===== config.mk =====
export PLATFORM = sky130hd
export DESIGN_NAME = rtos_task_picker
export DESIGN_NICKNAME = d
export VERILOG_FILES = /design/src/rtl/rtp_pkg.sv /design/src/rtl/rtos_task_picker.sv /design/src/rtl/rtp_cell.sv
export VERILOG_INCLUDE_DIRS = /design/src /design/src/rtl
export SDC_FILE = /design/constraint.sdc
export NUM_CORES = 1
export LEC_CHECK = 0
export ABC_AREA = 1
export BUFFER_PORTS_ARGS = -buffer_cell sky130_fd_sc_hd__buf_2
export CAP_MARGIN = 0
export CORE_MARGIN = 5
export CORE_UTILIZATION = 60
export CTS_CLUSTER_DIAMETER = 30
export CTS_CLUSTER_SIZE = 14
export DETAILED_ROUTE_END_ITERATION = 10
export HOLD_SLACK_MARGIN = 0.1
export PLACE_DENSITY = 0.77
export SLEW_MARGIN = 30
export SYNTH_ARGS = -nofsm -noshare
export SYNTH_HDL_FRONTEND = slang
export SYNTH_SLANG_ARGS = --single-unit

===== constraint.sdc =====
create_clock -name clock -period 3.8 [get_ports clock]
set_input_delay 0.38 -clock clock [delete_from_list [all_inputs] [get_ports clock]]
set_output_delay 0.38 -clock clock [all_outputs]
set_load 0.01 [all_outputs]

===== src/rtl/rtos_task_picker_macros.svh =====
// ---------------------------------------------------------------------------
// rtos_task_picker assertion macros
// Concurrent assertion helpers shared by the task picker RTL. Defining
// ASSERT_OFF compiles all checks away.
// ---------------------------------------------------------------------------
`ifndef RTOS_TASK_PICKER_MACROS_SVH
`define RTOS_TASK_PICKER_MACROS_SVH
`ifndef ASSERT_OFF
// The property must hold at every clock edge outside reset.
`define RTP_ASSERT(label, clk, rst, prop) \
label: assert property (@(posedge clk) disable iff (rst) prop) \
   else $error("rtp: assertion failed");
// The condition must never be seen at a clock edge outside reset.
`define RTP_ASSERT_NEVER(label, clk, rst, prop) \
label: assert property (@(posedge clk) disable iff (rst) !(prop)) \
   else $error("rtp: forbidden condition seen");
`else
`define RTP_ASSERT(label, clk, rst, prop)
`define RTP_ASSERT_NEVER(label, clk, rst, prop)
`endif
`endif


===== src/rtl/rtp_pkg.sv =====
`timescale 1ns / 1ps
// ---------------------------------------------------------------------------
// rtp_pkg
// Types and constants shared by the task picker and its scan cells.
// ---------------------------------------------------------------------------
package rtp_pkg;

   localparam int MAX_TASKS = 16;
   localparam int TASK_W    = $clog2(MAX_TASKS);
   localparam int COUNT_W   = $clog2(MAX_TASKS + 1);
   localparam int PRIO_W    = 8;
   localparam int CSR_IDX_W = 1;
   localparam int CSR_DATA_W = COUNT_W;

   // Request operation codes.
   localparam logic OP_UPDATE   = 1'b0;
   localparam logic OP_SCHEDULE = 1'b1;

   // Scheduling policy codes.
   localparam logic POLICY_RR   = 1'b0;
   localparam logic POLICY_PRIO = 1'b1;

   // Control register indexes.
   localparam logic [CSR_IDX_W-1:0] CSR_POLICY_MODE  = CSR_IDX_W'(0);
   localparam logic [CSR_IDX_W-1:0] CSR_TASKS_IN_USE = CSR_IDX_W'(1);

   typedef struct packed {
      logic              operation;
      logic [TASK_W-1:0] task_index;
      logic              task_is_ready;
      logic [PRIO_W-1:0] task_prio;
   } req_type;

   typedef struct packed {
      logic [TASK_W-1:0] running_task;
      logic              idle_chosen;
   } rsp_type;

   // Entry write broadcast to every cell.
   typedef struct packed {
      logic              en;
      logic [TASK_W-1:0] index;
      logic              ready;
      logic [PRIO_W-1:0] prio;
   } entry_wr_type;

   // Window of the table searched by the running scan.
   typedef struct packed {
      logic [COUNT_W-1:0] n;
      logic [TASK_W-1:0]  lo;
   } scan_bounds_type;

   // Partial search result handed from cell to cell.
   typedef struct packed {
      logic              valid;
      logic              hi_found;
      logic [TASK_W-1:0] hi_idx;
      logic              any_found;
      logic [TASK_W-1:0] any_idx;
      logic              pr_found;
      logic [TASK_W-1:0] pr_idx;
      logic [PRIO_W-1:0] pr_prio;
   } token_type;

   typedef enum logic [1:0] {
      ST_IDLE,
      ST_MOD,
      ST_SCAN,
      ST_DONE
   } state_type;

endpackage


===== src/rtl/rtos_task_picker.sv =====
`timescale 1ns / 1ps
// ---------------------------------------------------------------------------
// rtos_task_picker
// Task selection for a small real-time kernel: a task table held in a chain
// of scan cells, round-robin or highest-priority pick of the next task.
// ---------------------------------------------------------------------------
// Usage:
// Requests arrive on req_valid/req_ready with a req_data struct. An update
// request writes one table entry; a schedule request picks the next task.
// Every request returns one response on rsp_valid/rsp_ready with the running
// task and an idle flag. The control port (csr_we, csr_index, csr_wdata) sets
// the policy and the entries in use; write it only while the block is idle.
// Flow: an update passes from acceptance through the done state into the
// output register. A schedule request first checks its start point and
// subtracts the entry count until the start point lies inside the table
// (more than once only after the table shrank), then walks the chain of
// scan cells, one per table entry, and registers the result. The block takes
// no new request while one is in progress. The next request is accepted once
// the result sits in the output register; a stalled receiver holds it there
// and a finished result waits until the register is free.
// Reset clears the table and running task and selects round robin, 16 tasks.
// ---------------------------------------------------------------------------
`include "rtos_task_picker_macros.svh"

module rtos_task_picker (
   input  logic                              clock,
   input  logic                              reset,
   input  logic                              req_valid,
   output logic                              req_ready,
   input  rtp_pkg::req_type                  req_data,
   output logic                              rsp_valid,
   input  logic                              rsp_ready,
   output rtp_pkg::rsp_type                  rsp_data,
   input  logic                              csr_we,
   input  logic [rtp_pkg::CSR_IDX_W-1:0]     csr_index,
   input  logic [rtp_pkg::CSR_DATA_W-1:0]    csr_wdata
);
   import rtp_pkg::*;

   state_type          state_ff, state_in;

   logic               policy_ff;
   logic [COUNT_W-1:0] tasks_ff;
   logic [TASK_W-1:0]  cur_ff;
   logic [COUNT_W-1:0] n_ff;
   logic [COUNT_W-1:0] m_ff;
   logic [TASK_W-1:0]  lo_ff;
   logic               rsp_valid_ff;
   rsp_type            rsp_data_ff;

   logic               accept;
   logic               out_free;
   logic               launch;
   logic               finish;
   logic               load_rsp;
   logic [COUNT_W-1:0] n_eff;
   logic [TASK_W-1:0]  pick;

   entry_wr_type       entry_wr;
   scan_bounds_type    bounds;
   token_type          head_tok;
   token_type          tail_tok;
   token_type          chain_tok [MAX_TASKS];
   logic [MAX_TASKS-1:0] tok_valid_vec;

   assign accept   = req_valid && req_ready;
   assign out_free = !rsp_valid_ff || rsp_ready;

   // A count of zero means only the idle task; counts above the table size saturate.
   always_comb begin
      if (tasks_ff == '0) begin
         n_eff = COUNT_W'(1);
      end else if (tasks_ff > COUNT_W'(MAX_TASKS)) begin
         n_eff = COUNT_W'(MAX_TASKS);
      end else begin
         n_eff = tasks_ff;
      end
   end

   // Next state.
   always_comb begin
      state_in = state_ff;
      case (state_ff)
         ST_IDLE: begin
            if (req_valid) begin
               state_in = (req_data.operation == OP_SCHEDULE) ? ST_MOD : ST_DONE;
            end
         end
         ST_MOD: begin
            if (m_ff < n_ff) begin
               state_in = ST_SCAN;
            end
         end
         ST_SCAN: begin
            if (tail_tok.valid) begin
               state_in = ST_DONE;
            end
         end
         ST_DONE: begin
            if (out_free) begin
               state_in = ST_IDLE;
            end
         end
         default: begin
            state_in = ST_IDLE;
         end
      endcase
   end

   // State outputs.
   always_comb begin
      req_ready = 1'b0;
      launch    = 1'b0;
      finish    = 1'b0;
      load_rsp  = 1'b0;
      case (state_ff)
         ST_IDLE: req_ready = 1'b1;
         ST_MOD:  launch    = (m_ff < n_ff);
         ST_SCAN: finish    = tail_tok.valid;
         ST_DONE: load_rsp  = out_free;
         default: req_ready = 1'b0;
      endcase
   end

   // Entry writes go straight to the cells when an update is accepted.
   assign entry_wr.en    = accept && (req_data.operation == OP_UPDATE) &&
                           (int'(req_data.task_index) < MAX_TASKS);
   assign entry_wr.index = req_data.task_index;
   assign entry_wr.ready = req_data.task_is_ready;
   assign entry_wr.prio  = req_data.task_prio;

   assign bounds.n  = n_ff;
   assign bounds.lo = lo_ff;

   always_comb begin
      head_tok       = '0;
      head_tok.valid = launch;
   end

   genvar gi;
   generate
      for (gi = 0; gi < MAX_TASKS; gi++) begin : g_cell
         token_type cell_in;
         if (gi == 0) begin : g_head
            assign cell_in = head_tok;
         end else begin : g_link
            assign cell_in = chain_tok[gi-1];
         end
         rtp_cell u_cell (
            .clock    (clock),
            .reset    (reset),
            .cell_idx (TASK_W'(gi)),
            .entry_wr (entry_wr),
            .bounds   (bounds),
            .tok_in   (cell_in),
            .tok_out  (chain_tok[gi])
         );
         assign tok_valid_vec[gi] = chain_tok[gi].valid;
      end
   endgenerate

   assign tail_tok = chain_tok[MAX_TASKS-1];

   // Round robin takes the first ready task from the start point on, else the
   // lowest-numbered ready user task, else idle. Priority mode takes the best
   // priority with ties resolved to the lowest index, else idle.
   always_comb begin
      if (policy_ff == POLICY_PRIO) begin
         pick = tail_tok.pr_found ? tail_tok.pr_idx : '0;
      end else if (tail_tok.hi_found) begin
         pick = tail_tok.hi_idx;
      end else if (tail_tok.any_found) begin
         pick = tail_tok.any_idx;
      end else begin
         pick = '0;
      end
   end

   always_ff @(posedge clock) begin
      if (reset) begin
         state_ff     <= ST_IDLE;
         policy_ff    <= POLICY_RR;
         tasks_ff     <= COUNT_W'(MAX_TASKS);
         cur_ff       <= '0;
         rsp_valid_ff <= 1'b0;
      end else begin
         state_ff <= state_in;
         if (csr_we) begin
            case (csr_index)
               CSR_POLICY_MODE:  policy_ff <= csr_wdata[0];
               CSR_TASKS_IN_USE: tasks_ff  <= csr_wdata;
               default:          policy_ff <= policy_ff;
            endcase
         end
         if (finish) begin
            cur_ff <= pick;
         end
         if (load_rsp) begin
            rsp_valid_ff <= 1'b1;
         end else if (rsp_ready) begin
            rsp_valid_ff <= 1'b0;
         end
      end
   end

   // The start point is (current + 1) mod n, reduced by one subtraction per
   // cycle; it needs more than one step only after the table was shrunk.
   always_ff @(posedge clock) begin
      if (accept && (req_data.operation == OP_SCHEDULE)) begin
         n_ff <= n_eff;
         m_ff <= COUNT_W'(cur_ff) + COUNT_W'(1);
      end else if ((state_ff == ST_MOD) && (m_ff >= n_ff)) begin
         m_ff <= m_ff - n_ff;
      end
      if (launch) begin
         lo_ff <= (m_ff == '0) ? TASK_W'(1) : m_ff[TASK_W-1:0];
      end
      if (load_rsp) begin
         rsp_data_ff.running_task <= cur_ff;
         rsp_data_ff.idle_chosen  <= (cur_ff == '0);
      end
   end

   assign rsp_valid = rsp_valid_ff;
   assign rsp_data  = rsp_data_ff;

   `RTP_ASSERT(a_one_token, clock, reset, $countones(tok_valid_vec) <= 1)
   `RTP_ASSERT_NEVER(a_tail_outside_scan, clock, reset, tail_tok.valid && (state_ff != ST_SCAN))
   `RTP_ASSERT(a_mod_bounds, clock, reset, (state_ff == ST_MOD) |-> ((n_ff != '0) && (n_ff <= COUNT_W'(MAX_TASKS))))
   `RTP_ASSERT(a_pick_in_table, clock, reset, ((state_ff == ST_DONE) && ($past(state_ff) == ST_SCAN)) |-> (COUNT_W'(cur_ff) < n_ff))
   `RTP_ASSERT(a_idle_flag, clock, reset, rsp_valid_ff |-> (rsp_data_ff.idle_chosen == (rsp_data_ff.running_task == '0)))

endmodule


===== src/rtl/rtp_cell.sv =====
`timescale 1ns / 1ps
// ---------------------------------------------------------------------------
// rtp_cell
// One task table entry plus one stage of the scan chain that folds the entry
// into the search token passing through it.
// ---------------------------------------------------------------------------
module rtp_cell (
   input  logic                            clock,
   input  logic                            reset,
   input  logic [rtp_pkg::TASK_W-1:0]      cell_idx,
   input  rtp_pkg::entry_wr_type           entry_wr,
   input  rtp_pkg::scan_bounds_type        bounds,
   input  rtp_pkg::token_type              tok_in,
   output rtp_pkg::token_type              tok_out
);
   import rtp_pkg::*;

   logic              ready_ff;
   logic [PRIO_W-1:0] prio_ff;
   token_type         tok_ff;
   token_type         tok_in_next;
   logic              qualifies;

   // The idle task and entries beyond the table in use never take part.
   assign qualifies = ready_ff && (cell_idx != '0) && (COUNT_W'(cell_idx) < bounds.n);

   always_comb begin
      tok_in_next = tok_in;
      if (tok_in.valid && qualifies) begin
         if (!tok_in.hi_found && (cell_idx >= bounds.lo)) begin
            tok_in_next.hi_found = 1'b1;
            tok_in_next.hi_idx   = cell_idx;
         end
         if (!tok_in.any_found) begin
            tok_in_next.any_found = 1'b1;
            tok_in_next.any_idx   = cell_idx;
         end
         if (!tok_in.pr_found || (prio_ff > tok_in.pr_prio)) begin
            tok_in_next.pr_found = 1'b1;
            tok_in_next.pr_idx   = cell_idx;
            tok_in_next.pr_prio  = prio_ff;
         end
      end
   end

   always_ff @(posedge clock) begin
      if (reset) begin
         ready_ff <= 1'b0;
         prio_ff  <= '0;
         tok_ff   <= '0;
      end else begin
         if (entry_wr.en && (entry_wr.index == cell_idx)) begin
            ready_ff <= entry_wr.ready;
            prio_ff  <= entry_wr.prio;
         end
         tok_ff <= tok_in_next;
      end
   end

   assign tok_out = tok_ff;

endmodule


==> out/metrics.csv <==
metric,value,unit
# setup viols final,0,
RR Startpoint,state_ff[0]$_SDFFE_PP0P_,
TritonCTS clock tree,done,
"area leader, netlist",dfxtp_1,
status,completed,
First DRT Iteration DRCs,1049,
worst min path class,in2reg,
synthesis-to-layout area growth,17.3,%
# nets final,2814,
I/O Pins,32,
share of cells above drive strength 1,0.0752,
sequential cell area,9880,µm²
relative max-transition margin,0.356,
Vias/cell,5.21,
total routed wirelength,46000,µm
Tot GR Track Use,0.241,
hold-critical path endpoint,tasks_ff[1]$_SDFFE_PP0P_,
core area,33400,µm²
CTS HTree Levels,3,
Final min period,2.50,ns
Yosys cell types,33,
Clock Pin Slew Worst Setup and Hold Paths,0.06,ns
setup TNS,0,ns
Reg2Reg Depth,9,
Placer Congestion,0.902,
clk sinks,484,
routed vias,16600,
Final Hold Viols,0,
die extent in x,194,µm
largest net degree at the start of global routing,107,
global-route wire length before repair,76700,µm
Area contributors post-synth,"dfxtp_1 46%, a21oi_1 9.1%, inv_1 8.5%",
Leakage Power,9.91,nW
Die H,194,µm
Setup Skew,0.0212,ns
nature of the critical path endpoint,flip-flop,
Max Freq,400,MHz
Max Cap Viol,0,
"Seq/Total Area, Yosys",0.488,
RR Endpoint,g_cell[13].u_cell.ready_ff$_SDFFE_PP0P_,
wire per inst,14.4,µm
"Slew Viols, Final",0,
Clock Path Buffers,3,
Mean Syn Cell Area,7.66,µm²
clock latency on the worst-skew pair,0.60,ns
DR DRC count,0,
# fillers,2483,
RSZ-0062 raised after global routing,false,
YS warnings,0,
Root Buffer,clkbuf_16,
Worst-Margin Slew,0.966,ns
reg2reg setup slack,1.30,ns
"commonest non-fill, non-tap cell in the layout",dfxtp_1,
Post-Syn Nets,2793,
WP data arrival,2.95,ns
Post-CTS Setup Repair Bufs,0,
total congestion overflow,0,
required time of the worst setup path,4.25,ns
pre-CTS WS,1.44,ns
die area,37500,µm²
Initial DRT Pass Iterations,5,
half-perimeter wire length after placement,29500,µm
Hold Path Stages,3,
Setup Crit Path Kind,reg2reg,
Gate Count Post-Synth,2642,
Worst setup SP type,flip-flop,
initial antenna violation count,1,
Mapped Area,20200,µm²
CTS Buf Count,88,
final cycle utilization of the critical path,0.659,
vias in the first global route,16500,
"commonest non-fill, non-tap cells in the layout","465 x dfxtp_1, 460 x inv_1, 398 x nand2_1, 366 x a21oi_1, 295 x nor2_1",
Port Buffer Count,31,
Initial Util,0.605,
Synth Register Bits,484,
post-route ant nets,0,
Peak VDD IR,0.507,mV
Multi-input gate area,8150,µm²
power density over the cells,593,nW/µm²
Std-Cell Rows,67,
CP max FO,18,
Yosys top cell area share,0.460,
Min-Delay Startpoint,csr_wdata[1],
fin worst setup slack,1.30,ns
[cells by family (layout without fill, tap and decap cells)]
kind of cell | count (synthesis) | after routing | share of synthesized area
other | 0 | 1 | 0
AOI/OAI and AO/OA | 561 | 561 | 0.143
adders and majority gates | 126 | 126 | 0.0783
and+or+nand+nor | 889 | 889 | 0.180
buffers and inverters | 580 | 676 | 0.109
xor gates and xnor gates | 2 | 2 | 0.000866
DFF | 484 | 484 | 0.488
[registers in the layout (all words and copies together), names as in the netlist]
| name | flops |
|---|---|
| g_cell.u_cell.tok_out | 317 |
| g_cell.u_cell.prio_ff | 120 |
| g_cell.u_cell.ready_ff | 15 |
| m_ff | 5 |
| n_ff | 5 |
| rsp_data | 5 |
| tasks_ff | 5 |
| cur_ff | 4 |
| lo_ff | 4 |
| state_ff | 2 |
| policy_ff | 1 |
| rsp_valid | 1 |
[how the worst max path moves through the flow]
| stage | from | to | slack [ns] |
|---|---|---|---|
| floorplan | state_ff[0]$_SDFFE_PP0P_ | m_ff[0]$_DFFE_PP_ | 1.85 |
| global placement | state_ff[0]$_SDFFE_PP0P_ | g_cell[11].u_cell.prio_ff[6]$_SDFFE_PP0P_ | 1.58 |
| detailed placement | state_ff[0]$_SDFFE_PP0P_ | g_cell[11].u_cell.prio_ff[2]$_SDFFE_PP0P_ | 1.44 |
| CTS | state_ff[0]$_SDFFE_PP0P_ | g_cell[13].u_cell.ready_ff$_SDFFE_PP0P_ | 1.31 |
| global route | state_ff[0]$_SDFFE_PP0P_ | g_cell[13].u_cell.ready_ff$_SDFFE_PP0P_ | 1.02 |
| finish | state_ff[0]$_SDFFE_PP0P_ | g_cell[13].u_cell.ready_ff$_SDFFE_PP0P_ | 1.30 |
[where the power goes]
part	switching (W)	internal (W)	leakage [nW]	total, W
combinational	0.000580	0.000281	4.51	0.000861
clock	0.00268	0.00517	1.47	0.00786
sequential	0.000101	0.00526	3.92	0.00536
[final cells by class]
cell class / count / share of cell area
Antenna cell: 1 / 0.000105
Clock buffer: 106 / 0.0995
Clock inverter: 59 / 0.0294
Inverter: 464 / 0.0736
Multi-Input combinational cell: 1578 / 0.343
Sequential cell: 484 / 0.416
Tap cell: 448 / 0.0236
Timing Repair Buffer: 47 / 0.0140
[critical path, cell delays in order, from the launching register on]
cell and delay [ns]:
dfxtp_1 0.34, inv_1 0.11, ha_1 0.24, nand2_1 0.12
nor2_2 0.24, inv_2 0.13, nor2_2 0.18, nand3_1 0.51
o21ai_0 0.43, a21oi_1 0.07
[per-layer routing]
layer | routed length, µm | track usage
met5 | 0 | 0
met4 | 1660 | 0.108
met2 | 23500 | 0.432
met3 | 1900 | 0.0421
met1 | 18900 | 0.282
[what timing repair did]
item,4_1_cts,5_1_grt
resized for setup,0,0
hold buffers,7,0
hold endpoints to repair,5,0
[cells in the mapped netlist, drive strengths merged]
master    n
nor3b     1
clkbuf   84
edfxtp   19
o21a      9
o21ai   161
nor3     12
nand4    17
nor2    298
fa        1
xor2      1
a21o     14
a31oi     4
o21bai    3
nand2   398
a21oi   366
nand3   161
a221oi    1
inv     462
clkinv    2
xnor2     1
dfxtp   465
ha      125
o211ai    1
o22ai     1
buf      32
nor4      2
o41ai     1
[metrics by stage]
| step | area (µm²) | instances | total power [W] | utilization | hold WS (ns) |
|---|---|---|---|---|---|
| 6_report | 23700 | 3187 | 0.0141 | 0.709 | 0.113 |
| 4_1_cts | 23700 | 3186 | 0.0142 | 0.709 | 0.109 |
| 3_5_place_dp | 20600 | 3014 | 0.00629 | 0.616 | 0.410 |
| 3_3_place_gp | 20600 | 3014 | 0.00625 | 0.616 | 0.404 |
| 5_1_grt | 23700 | 3187 | 0.0146 | 0.709 | 0.170 |
| 2_1_floorplan | 20200 | 2642 | 0.00605 | - | 0.392 |
No activity file was read; power rests on OpenSTA's default activity.
